### config.mk
export PLATFORM = sky130hd
export DESIGN_NAME = dds_band_tuning_word_loader_core_flat
export DESIGN_NICKNAME = d
export VERILOG_FILES = /design/src/rtl/core/dbtw_pkg.sv /design/src/rtl/core/dbtw_if.sv /design/src/rtl/core/dbtw_divider.sv /design/src/rtl/core/dbtw_serializer.sv /design/src/rtl/core/dds_band_tuning_word_loader_core.sv /design/src/flat_wrapper.sv
export SDC_FILE = /design/constraint.sdc
export NUM_CORES = 2
export LEC_CHECK = 0
export BUFFER_PORTS_ARGS = -buffer_cell sky130_fd_sc_hd__buf_2
export CAP_MARGIN = 20
export CORE_MARGIN = 5
export CORE_UTILIZATION = 50
export CTS_CLUSTER_DIAMETER = 30
export DETAILED_ROUTE_END_ITERATION = 6
export GPL_TIMING_DRIVEN = 0
export HOLD_SLACK_MARGIN = 0.12
export PLACE_DENSITY = 0.73
export SKIP_CTS_REPAIR_TIMING = 1
export SYNTH_ARGS = -nofsm -noshare
export SYNTH_HDL_FRONTEND = slang
export SYNTH_SLANG_ARGS = --single-unit
### constraint.sdc
create_clock -name clk -period 8.59 [get_ports clk]
set_input_delay 0.859 -clock clk [delete_from_list [all_inputs] [get_ports clk]]
set_output_delay 0.859 -clock clk [all_outputs]
set_load 0.05 [all_outputs]
### src/rtl/core/dbtw_pkg.sv
// dbtw_pkg: shared widths, codes, types and reset values of the band tuning word loader
// used by the channel interfaces, the divider, the serializer and the top level
// no dependencies
package dbtw_pkg;

  localparam int NUM_BANDS    = 3;
  localparam int WORD_BITS    = 32;
  localparam int CONTROL_BITS = 8;
  localparam int FREQ_W       = 32;
  localparam int OFFSET_W     = 8;
  localparam int CMD_W        = 3;
  localparam int SEL_W        = 2;
  localparam int BAND_W       = (NUM_BANDS > 1) ? $clog2(NUM_BANDS) : 1;

  localparam int CLOCK_HZ     = 125000000;
  localparam int CLOCK_W      = $clog2(CLOCK_HZ);
  localparam int ODD_SHIFT    = 6;
  localparam int CLOCK_ODD    = CLOCK_HZ / (2 ** ODD_SHIFT);

  // coarse quotient of freq by the clock from the top freq bits
  localparam int COARSE_SHIFT   = 20;
  localparam int COARSE_FRAC    = 16;
  localparam int COARSE_IN_W    = FREQ_W - COARSE_SHIFT;
  localparam int COARSE_RECIP_W = 10;
  localparam int COARSE_PROD_W  = COARSE_IN_W + COARSE_RECIP_W;
  localparam int COARSE_W       = FREQ_W - CLOCK_W + 1;
  localparam int REM_W          = CLOCK_W + 1;

  // word estimate from the remainder times a reciprocal of the odd clock factor
  localparam int FINE_SCALE   = WORD_BITS - ODD_SHIFT;
  localparam int FINE_FRAC    = 26;
  localparam int FINE_PROD_W  = CLOCK_W + WORD_BITS;
  localparam int RESID_W      = $clog2(2 * CLOCK_ODD);

  localparam int FRAME_EVENTS = WORD_BITS + CONTROL_BITS + 3;
  localparam int EV_W         = $clog2(FRAME_EVENTS);

  typedef logic [BAND_W-1:0]          band_t;
  typedef logic [FREQ_W-1:0]          freq_t;
  typedef logic [WORD_BITS-1:0]       word_t;
  typedef logic signed [OFFSET_W-1:0] offset_t;
  typedef logic [EV_W-1:0]            ev_t;
  typedef logic [COARSE_W-1:0]        coarse_t;
  typedef logic [REM_W-1:0]           rem_t;
  typedef logic [RESID_W-1:0]         resid_t;

  localparam band_t   LAST_BAND     = band_t'(NUM_BANDS - 1);
  localparam offset_t OFF_LIMIT     = offset_t'(99);
  localparam logic [COARSE_RECIP_W-1:0] COARSE_RECIP =
    COARSE_RECIP_W'((64'd1 << (COARSE_SHIFT + COARSE_FRAC)) / 64'(CLOCK_HZ));
  localparam word_t   FINE_RECIP    =
    word_t'((64'd1 << (FINE_SCALE + FINE_FRAC)) / 64'(CLOCK_ODD));
  localparam rem_t    DIVISOR_REM   = rem_t'(CLOCK_HZ);
  localparam rem_t    ODD_REM       = rem_t'(CLOCK_ODD);
  localparam resid_t  ODD_RESID     = resid_t'(CLOCK_ODD);

  localparam ev_t EV_FIRST      = ev_t'(1);
  localparam ev_t EV_LOAD       = ev_t'(1);
  localparam ev_t EV_WORD_FIRST = ev_t'(2);
  localparam ev_t EV_WORD_LAST  = ev_t'(WORD_BITS + 1);
  localparam ev_t EV_FINAL      = ev_t'(FRAME_EVENTS - 1);

  typedef enum logic [CMD_W-1:0] {
    CMD_SET_OFFSET = 3'd0,
    CMD_NEXT_BAND  = 3'd1,
    CMD_RAISE_BASE = 3'd2,
    CMD_LOWER_BASE = 3'd3,
    CMD_SELECT     = 3'd4
  } cmd_code_t;

  typedef enum logic [2:0] {
    DIV_IDLE,
    DIV_EST,
    DIV_REM,
    DIV_FIX,
    DIV_MUL,
    DIV_CHECK,
    DIV_ROUND,
    DIV_DONE
  } div_state_t;

  typedef struct packed {
    logic  valid;
    logic  zero;
    freq_t freq;
  } div_start_t;

  typedef struct packed {
    logic  valid;
    word_t word;
  } word_req_t;

  function automatic freq_t base_reset(input int idx);
    freq_t value;
    case (idx)
      0:       value = freq_t'(10140066);
      1:       value = freq_t'(7000890);
      2:       value = freq_t'(14000830);
      default: value = '0;
    endcase
    return value;
  endfunction

endpackage

### src/rtl/core/dbtw_if.sv
// dbtw_cmd_if and dbtw_pin_if: valid/ready channels for commands and pin events
// depends on dbtw_pkg for field widths
interface dbtw_cmd_if;
  logic                           valid;
  logic                           ready;
  logic [dbtw_pkg::CMD_W-1:0]     command;
  dbtw_pkg::offset_t              offset;
  logic [dbtw_pkg::SEL_W-1:0]     band_select;

  modport source (output valid, command, offset, band_select, input ready);
  modport sink   (input valid, command, offset, band_select, output ready);
endinterface

interface dbtw_pin_if;
  logic valid;
  logic ready;
  logic pin_kind;
  logic data_bit;
  logic last;

  modport source (output valid, pin_kind, data_bit, last, input ready);
  modport sink   (input valid, pin_kind, data_bit, last, output ready);
endinterface

### src/rtl/core/dbtw_divider.sv
// dbtw_divider: tuning word floor(freq * 2^32 / clock) by reciprocal products over six steps
// coarse estimate reduces freq modulo the clock, a fine product gives the word; depends on dbtw_pkg
module dbtw_divider (
  input  logic                 clk,
  input  logic                 rst,
  input  dbtw_pkg::div_start_t start_req,
  output logic                 idle,
  output dbtw_pkg::word_req_t  word_out,
  input  logic                 word_take
);

  dbtw_pkg::div_state_t state, state_next;
  dbtw_pkg::freq_t      num, num_next;
  dbtw_pkg::coarse_t    coarse, coarse_next;
  dbtw_pkg::rem_t       rem, rem_next;
  dbtw_pkg::word_t      quo, quo_next;
  logic                 zero, zero_next;

  logic [dbtw_pkg::COARSE_PROD_W-1:0] coarse_prod;
  dbtw_pkg::rem_t                     coarse_back;
  logic [dbtw_pkg::FINE_PROD_W-1:0]   fine_prod;
  dbtw_pkg::resid_t                   resid_back;
  dbtw_pkg::resid_t                   resid;

  always_ff @(posedge clk) begin
    if (rst) begin
      state <= dbtw_pkg::DIV_IDLE;
    end else begin
      state <= state_next;
    end
  end

  always_ff @(posedge clk) begin
    num    <= num_next;
    coarse <= coarse_next;
    rem    <= rem_next;
    quo    <= quo_next;
    zero   <= zero_next;
  end

  assign coarse_prod = dbtw_pkg::COARSE_PROD_W'(num[dbtw_pkg::FREQ_W-1:dbtw_pkg::COARSE_SHIFT]) *
                       dbtw_pkg::COARSE_PROD_W'(dbtw_pkg::COARSE_RECIP);
  assign coarse_back = dbtw_pkg::rem_t'(coarse) * dbtw_pkg::DIVISOR_REM;
  assign fine_prod   = dbtw_pkg::FINE_PROD_W'(rem[dbtw_pkg::CLOCK_W-1:0]) *
                       dbtw_pkg::FINE_PROD_W'(dbtw_pkg::FINE_RECIP);
  assign resid_back  = quo[dbtw_pkg::RESID_W-1:0] * dbtw_pkg::ODD_RESID;
  // low bits of remainder times 2^26 are zero
  assign resid       = dbtw_pkg::resid_t'(0) - resid_back;

  always_comb begin
    state_next  = state;
    num_next    = num;
    coarse_next = coarse;
    rem_next    = rem;
    quo_next    = quo;
    zero_next   = zero;
    unique case (state)
      dbtw_pkg::DIV_IDLE: begin
        if (start_req.valid) begin
          num_next   = start_req.freq;
          zero_next  = start_req.zero;
          state_next = dbtw_pkg::DIV_EST;
        end
      end
      dbtw_pkg::DIV_EST: begin
        coarse_next = dbtw_pkg::coarse_t'(coarse_prod >> dbtw_pkg::COARSE_FRAC);
        state_next  = dbtw_pkg::DIV_REM;
      end
      dbtw_pkg::DIV_REM: begin
        rem_next   = num[dbtw_pkg::REM_W-1:0] - coarse_back;
        state_next = dbtw_pkg::DIV_FIX;
      end
      dbtw_pkg::DIV_FIX: begin
        if (rem >= dbtw_pkg::DIVISOR_REM) begin
          rem_next = rem - dbtw_pkg::DIVISOR_REM;
        end
        state_next = dbtw_pkg::DIV_MUL;
      end
      dbtw_pkg::DIV_MUL: begin
        quo_next   = fine_prod[dbtw_pkg::FINE_FRAC+dbtw_pkg::WORD_BITS-1:dbtw_pkg::FINE_FRAC];
        state_next = dbtw_pkg::DIV_CHECK;
      end
      dbtw_pkg::DIV_CHECK: begin
        rem_next   = dbtw_pkg::rem_t'(resid);
        state_next = dbtw_pkg::DIV_ROUND;
      end
      dbtw_pkg::DIV_ROUND: begin
        if (rem >= dbtw_pkg::ODD_REM) begin
          quo_next = quo + dbtw_pkg::word_t'(1);
        end
        state_next = dbtw_pkg::DIV_DONE;
      end
      dbtw_pkg::DIV_DONE: begin
        if (word_take) begin
          state_next = dbtw_pkg::DIV_IDLE;
        end
      end
      default: begin
        state_next = dbtw_pkg::DIV_IDLE;
      end
    endcase
  end

  assign idle           = (state == dbtw_pkg::DIV_IDLE);
  assign word_out.valid = (state == dbtw_pkg::DIV_DONE);
  assign word_out.word  = zero ? '0 : quo;

endmodule

### src/rtl/core/dbtw_serializer.sv
// dbtw_serializer: turns one tuning word into the 43-event pin frame
// registered output request; depends on dbtw_pkg and dbtw_pin_if
module dbtw_serializer (
  input  logic                clk,
  input  logic                rst,
  input  dbtw_pkg::word_req_t word_in,
  output logic                word_take,
  dbtw_pin_if.source          pin
);

  logic            busy, busy_next;
  dbtw_pkg::ev_t   cnt, cnt_next;
  dbtw_pkg::word_t shreg, shreg_next;
  logic            out_valid, out_valid_next;
  logic            out_kind, out_kind_next;
  logic            out_bit, out_bit_next;
  logic            out_last, out_last_next;
  logic            advance;

  assign advance   = !out_valid || pin.ready;
  assign word_take = advance && !busy && word_in.valid;

  always_ff @(posedge clk) begin
    if (rst) begin
      busy      <= 1'b0;
      out_valid <= 1'b0;
    end else begin
      busy      <= busy_next;
      out_valid <= out_valid_next;
    end
  end

  always_ff @(posedge clk) begin
    cnt      <= cnt_next;
    shreg    <= shreg_next;
    out_kind <= out_kind_next;
    out_bit  <= out_bit_next;
    out_last <= out_last_next;
  end

  always_comb begin
    busy_next      = busy;
    cnt_next       = cnt;
    shreg_next     = shreg;
    out_valid_next = out_valid;
    out_kind_next  = out_kind;
    out_bit_next   = out_bit;
    out_last_next  = out_last;
    if (advance) begin
      if (busy) begin
        cnt_next       = cnt + dbtw_pkg::ev_t'(1);
        out_valid_next = 1'b1;
        out_kind_next  = 1'b0;
        out_bit_next   = 1'b0;
        out_last_next  = 1'b0;
        if (cnt == dbtw_pkg::EV_LOAD) begin
          out_kind_next = 1'b1;
        end else if (cnt >= dbtw_pkg::EV_WORD_FIRST && cnt <= dbtw_pkg::EV_WORD_LAST) begin
          out_bit_next = shreg[0];
          shreg_next   = shreg >> 1;
        end else if (cnt == dbtw_pkg::EV_FINAL) begin
          out_kind_next = 1'b1;
          out_last_next = 1'b1;
          busy_next     = 1'b0;
        end
      end else if (word_in.valid) begin
        // leading clock pulse with data low
        busy_next      = 1'b1;
        cnt_next       = dbtw_pkg::EV_FIRST;
        shreg_next     = word_in.word;
        out_valid_next = 1'b1;
        out_kind_next  = 1'b0;
        out_bit_next   = 1'b0;
        out_last_next  = 1'b0;
      end else begin
        out_valid_next = 1'b0;
      end
    end
  end

  assign pin.valid    = out_valid;
  assign pin.pin_kind = out_kind;
  assign pin.data_bit = out_bit;
  assign pin.last     = out_last;

endmodule

### src/rtl/core/dds_band_tuning_word_loader_core.sv
// dds_band_tuning_word_loader_core: band state, tuning word divider and serial pin frame
// depends on dbtw_pkg, dbtw_if, dbtw_divider and dbtw_serializer
//
// usage:
//   cmd is a valid/ready command channel (command, offset, band_select); pin is a
//   valid/ready channel of pin events (pin_kind, data_bit, last)
//   commands 0 to 4 update the band state and each yields one 43-event frame:
//   clock, load, 32 word bits lsb first, 8 zero clocks, final load with last set
//   commands 5 to 7 are taken and dropped with no frame and no state change
//   the first pin request of a frame follows the taken command through the
//   pending register, the divider steps and the serializer output register;
//   the frame then runs one event per cycle while the receiver is ready
//   a new command is taken once the divider has handed its word on; the
//   divider runs for the next command while the current frame is sent
//   reset: bases return to their start values, band 0, offset 0, both channels
//   empty
//   receiver stall: the pin request holds; a finished word waits in the divider
//   and cmd.ready stays low until the divider is free again
module dds_band_tuning_word_loader_core (
  input  logic       clk,
  input  logic       rst,
  dbtw_cmd_if.sink   cmd,
  dbtw_pin_if.source pin
);

  dbtw_pkg::band_t     band_index, band_index_next;
  dbtw_pkg::offset_t   offset_value, offset_value_next;
  dbtw_pkg::freq_t     base_frequency [dbtw_pkg::NUM_BANDS];
  dbtw_pkg::freq_t     base_frequency_next [dbtw_pkg::NUM_BANDS];
  logic                pending, pending_next;
  logic                accept;
  logic                div_idle;
  dbtw_pkg::div_start_t start_req;
  dbtw_pkg::word_req_t  word_req;
  logic                word_take;

  assign cmd.ready = !pending && div_idle;
  assign accept    = cmd.valid && cmd.ready;

  always_ff @(posedge clk) begin
    if (rst) begin
      band_index   <= '0;
      offset_value <= '0;
      pending      <= 1'b0;
      for (int i = 0; i < dbtw_pkg::NUM_BANDS; i++) begin
        base_frequency[i] <= dbtw_pkg::base_reset(i);
      end
    end else begin
      band_index     <= band_index_next;
      offset_value   <= offset_value_next;
      pending        <= pending_next;
      base_frequency <= base_frequency_next;
    end
  end

  always_comb begin
    band_index_next     = band_index;
    offset_value_next   = offset_value;
    base_frequency_next = base_frequency;
    pending_next        = 1'b0;
    if (accept) begin
      pending_next = 1'b1;
      unique case (cmd.command)
        dbtw_pkg::CMD_SET_OFFSET: begin
          offset_value_next = cmd.offset;
        end
        dbtw_pkg::CMD_NEXT_BAND: begin
          band_index_next = (band_index == dbtw_pkg::LAST_BAND) ? '0 :
                            band_index + dbtw_pkg::band_t'(1);
        end
        dbtw_pkg::CMD_RAISE_BASE: begin
          base_frequency_next[band_index] = base_frequency[band_index] +
                                            dbtw_pkg::freq_t'(1);
        end
        dbtw_pkg::CMD_LOWER_BASE: begin
          base_frequency_next[band_index] = base_frequency[band_index] -
                                            dbtw_pkg::freq_t'(1);
        end
        dbtw_pkg::CMD_SELECT: begin
          if (int'(cmd.band_select) < dbtw_pkg::NUM_BANDS) begin
            band_index_next = dbtw_pkg::band_t'(cmd.band_select);
          end
        end
        default: begin
          pending_next = 1'b0;
        end
      endcase
    end
  end

  // frequency from the updated state, in the cycle after the command is taken
  assign start_req.valid = pending;
  assign start_req.zero  = (offset_value > dbtw_pkg::OFF_LIMIT);
  assign start_req.freq  = base_frequency[band_index] +
                           {{(dbtw_pkg::FREQ_W - dbtw_pkg::OFFSET_W)
                             {offset_value[dbtw_pkg::OFFSET_W-1]}}, offset_value};

  dbtw_divider u_divider (
    .clk       (clk),
    .rst       (rst),
    .start_req (start_req),
    .idle      (div_idle),
    .word_out  (word_req),
    .word_take (word_take)
  );

  dbtw_serializer u_serializer (
    .clk       (clk),
    .rst       (rst),
    .word_in   (word_req),
    .word_take (word_take),
    .pin       (pin)
  );

endmodule
### src/flat_wrapper.sv
// flat-port wrapper written by rule: the top's interface ports become plain ports
module dds_band_tuning_word_loader_core_flat 
  (clk, rst, cmd_valid, cmd_command, cmd_offset, cmd_band_select, cmd_ready, pin_valid, pin_pin_kind, pin_data_bit, pin_last, pin_ready);
  dbtw_cmd_if cmd_i ();
  dbtw_pin_if pin_i ();
  input  logic clk;
  input  logic rst;
  input wire logic [$bits(cmd_i.valid)-1:0] cmd_valid;
  input wire logic [$bits(cmd_i.command)-1:0] cmd_command;
  input wire logic [$bits(cmd_i.offset)-1:0] cmd_offset;
  input wire logic [$bits(cmd_i.band_select)-1:0] cmd_band_select;
  output wire logic [$bits(cmd_i.ready)-1:0] cmd_ready;
  output wire logic [$bits(pin_i.valid)-1:0] pin_valid;
  output wire logic [$bits(pin_i.pin_kind)-1:0] pin_pin_kind;
  output wire logic [$bits(pin_i.data_bit)-1:0] pin_data_bit;
  output wire logic [$bits(pin_i.last)-1:0] pin_last;
  input wire logic [$bits(pin_i.ready)-1:0] pin_ready;
  assign cmd_i.valid = cmd_valid;
  assign cmd_i.command = cmd_command;
  assign cmd_i.offset = cmd_offset;
  assign cmd_i.band_select = cmd_band_select;
  assign cmd_ready = cmd_i.ready;
  assign pin_valid = pin_i.valid;
  assign pin_pin_kind = pin_i.pin_kind;
  assign pin_data_bit = pin_i.data_bit;
  assign pin_last = pin_i.last;
  assign pin_i.ready = pin_ready;
  dds_band_tuning_word_loader_core u_core (.clk(clk), .rst(rst), .cmd(cmd_i), .pin(pin_i));
endmodule
==> impl_metrics.py <==
metrics = {
    "cells_and_area": {
        "area_delta_synth_final_pct": 8.746,
        "nFillCells": 5848,
        "seq_area_um2": 6446,
        "multiInputGateArea_um2": 24570,
        "antenna-diode-count": 0,
        "fin_nets": 4633,
        "drive_gt1_share_pct": 4.304,
    },
    "die": {
        "die_h_um": 270.6,
        "ios": 22,
        "initial_utilization_pct": 50.46,
        "dieArea_um2": 73200,
        "core_area_um2": 67280,
        "die_x_um": 270.6,
        "row_count": 95,
    },
    "timing": {
        "slew_headroom_pct": 37.61,
        "period_minus_slack_ns": 8.193,
        "fin_setup_tns_ns": 0,
        "hold_violations": 0,
        "setup_viol": 0,
        "post-route-period-util_pct": 95.37,
        "whs_ns": 0.4560,
        "drv_slew": 0,
        "tightest_slew_ns": 0.9359,
        "skew_ns": 0.03294,
        "rsz0062_at_grt": "false",
        "fmax_mhz": 122.1,
    },
    "setup_path": {
        "end_kind": "register",
        "path_class": "register to register",
        "crit_required_ns": 8.87,
        "cp_max_fo": 11,
        "start_kind": "register",
        "crit_arrival_ns": 8.47,
    },
    "synth": {
        "syn_area_um2": 33950,
        "synth_top_area_share_pct": 22.11,
        "synth_cells": 3578,
        "yosys.cell_types.count": 83,
        "avgSynthCellArea_um2": 9.488,
        "synthFlopType": "edfxtp_1",
        "synth_common_cells": "inv_1 (694), ha_1 (600), fa_1 (354)",
        "synth_seq_cells": 252,
        "synth-edff-count": 140,
        "synth_nets": 4549,
        "synth_sequential_area_ratio_pct": 18.99,
        "synth_area_leaders": "ha_1 (22%), fa_1 (21%), edfxtp_1 (12%)",
        "yosysMostFrequentCell": "inv_1",
        "yosysTopAreaCell": "ha_1",
        "async_flop_share_pct": 0,
        "yosysWarnings": 0,
    },
    "cts": {
        "cts_buffers": 42,
        "clock_path_buffers": 3,
        "h-tree-depth": 2,
        "cts_tree": "done",
        "clkTransAtPathRegs_ns": 0.06,
        "insertion_delay_ns": 0.58,
        "root_buffer": "clkbuf_16",
        "clock-sinks": 252,
    },
    "drt": {
        "routed_wl_um": 86300,
        "vias": 25509,
        "dr.pass1.iters": 6,
        "drc": 0,
        "drt_iter0_markers": 1974,
        "antenna_left": 0,
        "vias_per_cell": 5.586,
        "routedWlPerCell_um": 18.90,
    },
    "grt": {
        "grt_pass1_vias": 25675,
        "grt_pass1_wl_um": 137000,
        "gr-total-overflow": 0,
        "grt_max_degree": 28,
        "antenna_found_initial": 0,
        "grt_usage_pct": 23.12,
    },
    "placement": {
        "dp_hpwl_um": 69680,
        "place.gp.congestion": 0.9363,
        "portBuffers": 20,
    },
    "flow_run": {
        "maxCapViolCount": 0,
    },
    "status": {
        "outcome": "finished clean",
    },
    "hold_path": {
        "min_path_type": "register to register",
    },
}
## stage by stage
step           std cells  area (µm²)  util (%)  worst slack, ns
4_1_cts             4554       36790     54.68          -0.4500
3_3_place_gp        4471       35140     52.23          -0.3201
5_1_grt             4567       36920     54.87         0.008230
3_5_place_dp        4478       35260     52.42          -0.3713
2_1_floorplan       3578       33950         -            1.551
6_report            4567       36920     54.87           0.3974
## cells by family (layout without fill, tap and decap cells)
group                    after synthesis  count (layout)  share of synthesized area, %
AND/OR/NAND/NOR                      705             705                         10.04
AO/OA/AOI/OAI                        618             618                         12.08
buffers and inverters                780             896                         8.776
adder cells (fa/ha/maj)              954             954                         42.99
multiplexers                          47              47                         1.397
flip-flops                           252             252                         18.99
XOR/XNOR                             222             222                         5.728
## worst paths after layout
| path | start | slack, ns | end | cells past startpoint |
|---|---|---|---|---|
| max | u_core.u_divider.rem[7]$_DFFE_PP_ | 0.40 | u_core.u_divider.quo[21]$_DFFE_PP_ | 26 |
| max reg2reg | u_core.u_divider.rem[7]$_DFFE_PP_ | 0.40 | u_core.u_divider.quo[21]$_DFFE_PP_ | 26 |
| min reg2reg | register | 0.46 | register | 2 |
| min | register | 0.46 | register | 2 |
## critical path, cell delays in order, from the launching register on
cell       delay, ns
edfxtp_1        0.82
inv_1           0.19
ha_1            0.33
inv_1           0.07
fa_1            0.59
inv_1           0.09
fa_1            0.40
inv_1           0.07
ha_1            0.14
inv_1           0.05
fa_1            0.52
inv_1           0.05
fa_1            0.48
inv_1           0.06
fa_1            0.54
inv_1           0.04
ha_1            0.30
a211oi_1        0.31
o21ai_0         0.19
a2111oi_2       0.62
a211oi_1        0.22
o21bai_1        0.27
o221ai_1        0.38
a311oi_2        0.57
o21bai_1        0.14
xnor2_1         0.30
o21ai_0         0.14
## final cells by class
class / count / share of cell area [%]
Buffer: 84 / 0.9931
Clock buffer: 48 / 2.962
Clock inverter: 28 / 1.163
Inverter: 696 / 7.077
Multi-Input combinational cell: 2546 / 66.56
Sequential cell: 252 / 17.46
Tap cell: 873 / 2.959
Timing Repair Buffer: 40 / 0.8202
## placed cells by master (no fill, tap or decap), types with 9 or more instances in the layout
cell type  count
inv_1        694
nand2b_1      49
and2_1        12
clkbuf_16     42
nand3_1       54
xor2_1        58
xnor2_1      164
o21a_1        15
o21ai_0      148
a31oi_1       13
a211oi_1      63
nor2_1       222
or3_1         20
edfxtp_1     140
ha_1         600
dfxtp_1      112
mux2i_1       46
fa_1         354
nor3_1        52
buf_2         22
clkbuf_1      77
buf_4         17
o21bai_1      17
a21oi_1      143
nand4_1       28
nor4_1         9
o211ai_1      12
and3_1        25
o21ai_1       11
o22ai_1       10
o2bb2ai_1      9
a21o_1        58
nor2b_1       19
nand2_1      176
o31ai_1       14
a211o_1       32
## registers in the layout (all words and copies together), names as in the netlist, named ones only
signal	count
u_core.base_frequency	93
u_core.u_serializer.shreg	32
u_core.u_serializer.busy	1
u_core.u_serializer.pin.data_bit	1
u_core.u_serializer.pin.valid	1
u_core.band_index	2
u_core.pending	1
u_core.u_divider.quo	32
u_core.u_divider.num	32
u_core.u_serializer.cnt	6
u_core.u_serializer.pin.pin_kind	1
u_core.u_divider.coarse	6
u_core.offset_value	8
u_core.u_divider.rem	28
u_core.u_divider.state	3
u_core.u_divider.zero	1
u_core.u_serializer.pin.last	1
## per-layer routing
metal / GRT usage [%] / up-vias / routed length [µm]
li1: - / 12146 / -
met2: 37.57 / 892 / 39240
met1: 32.25 / 12326 / 38150
met4: 6.106 / 0 / 2273
met5: 0 / - / 0
met3: 3.934 / 145 / 6636
Power is not shown: default switching activity piles up to over one toggle a cycle in this logic, so the estimate is an artifact.
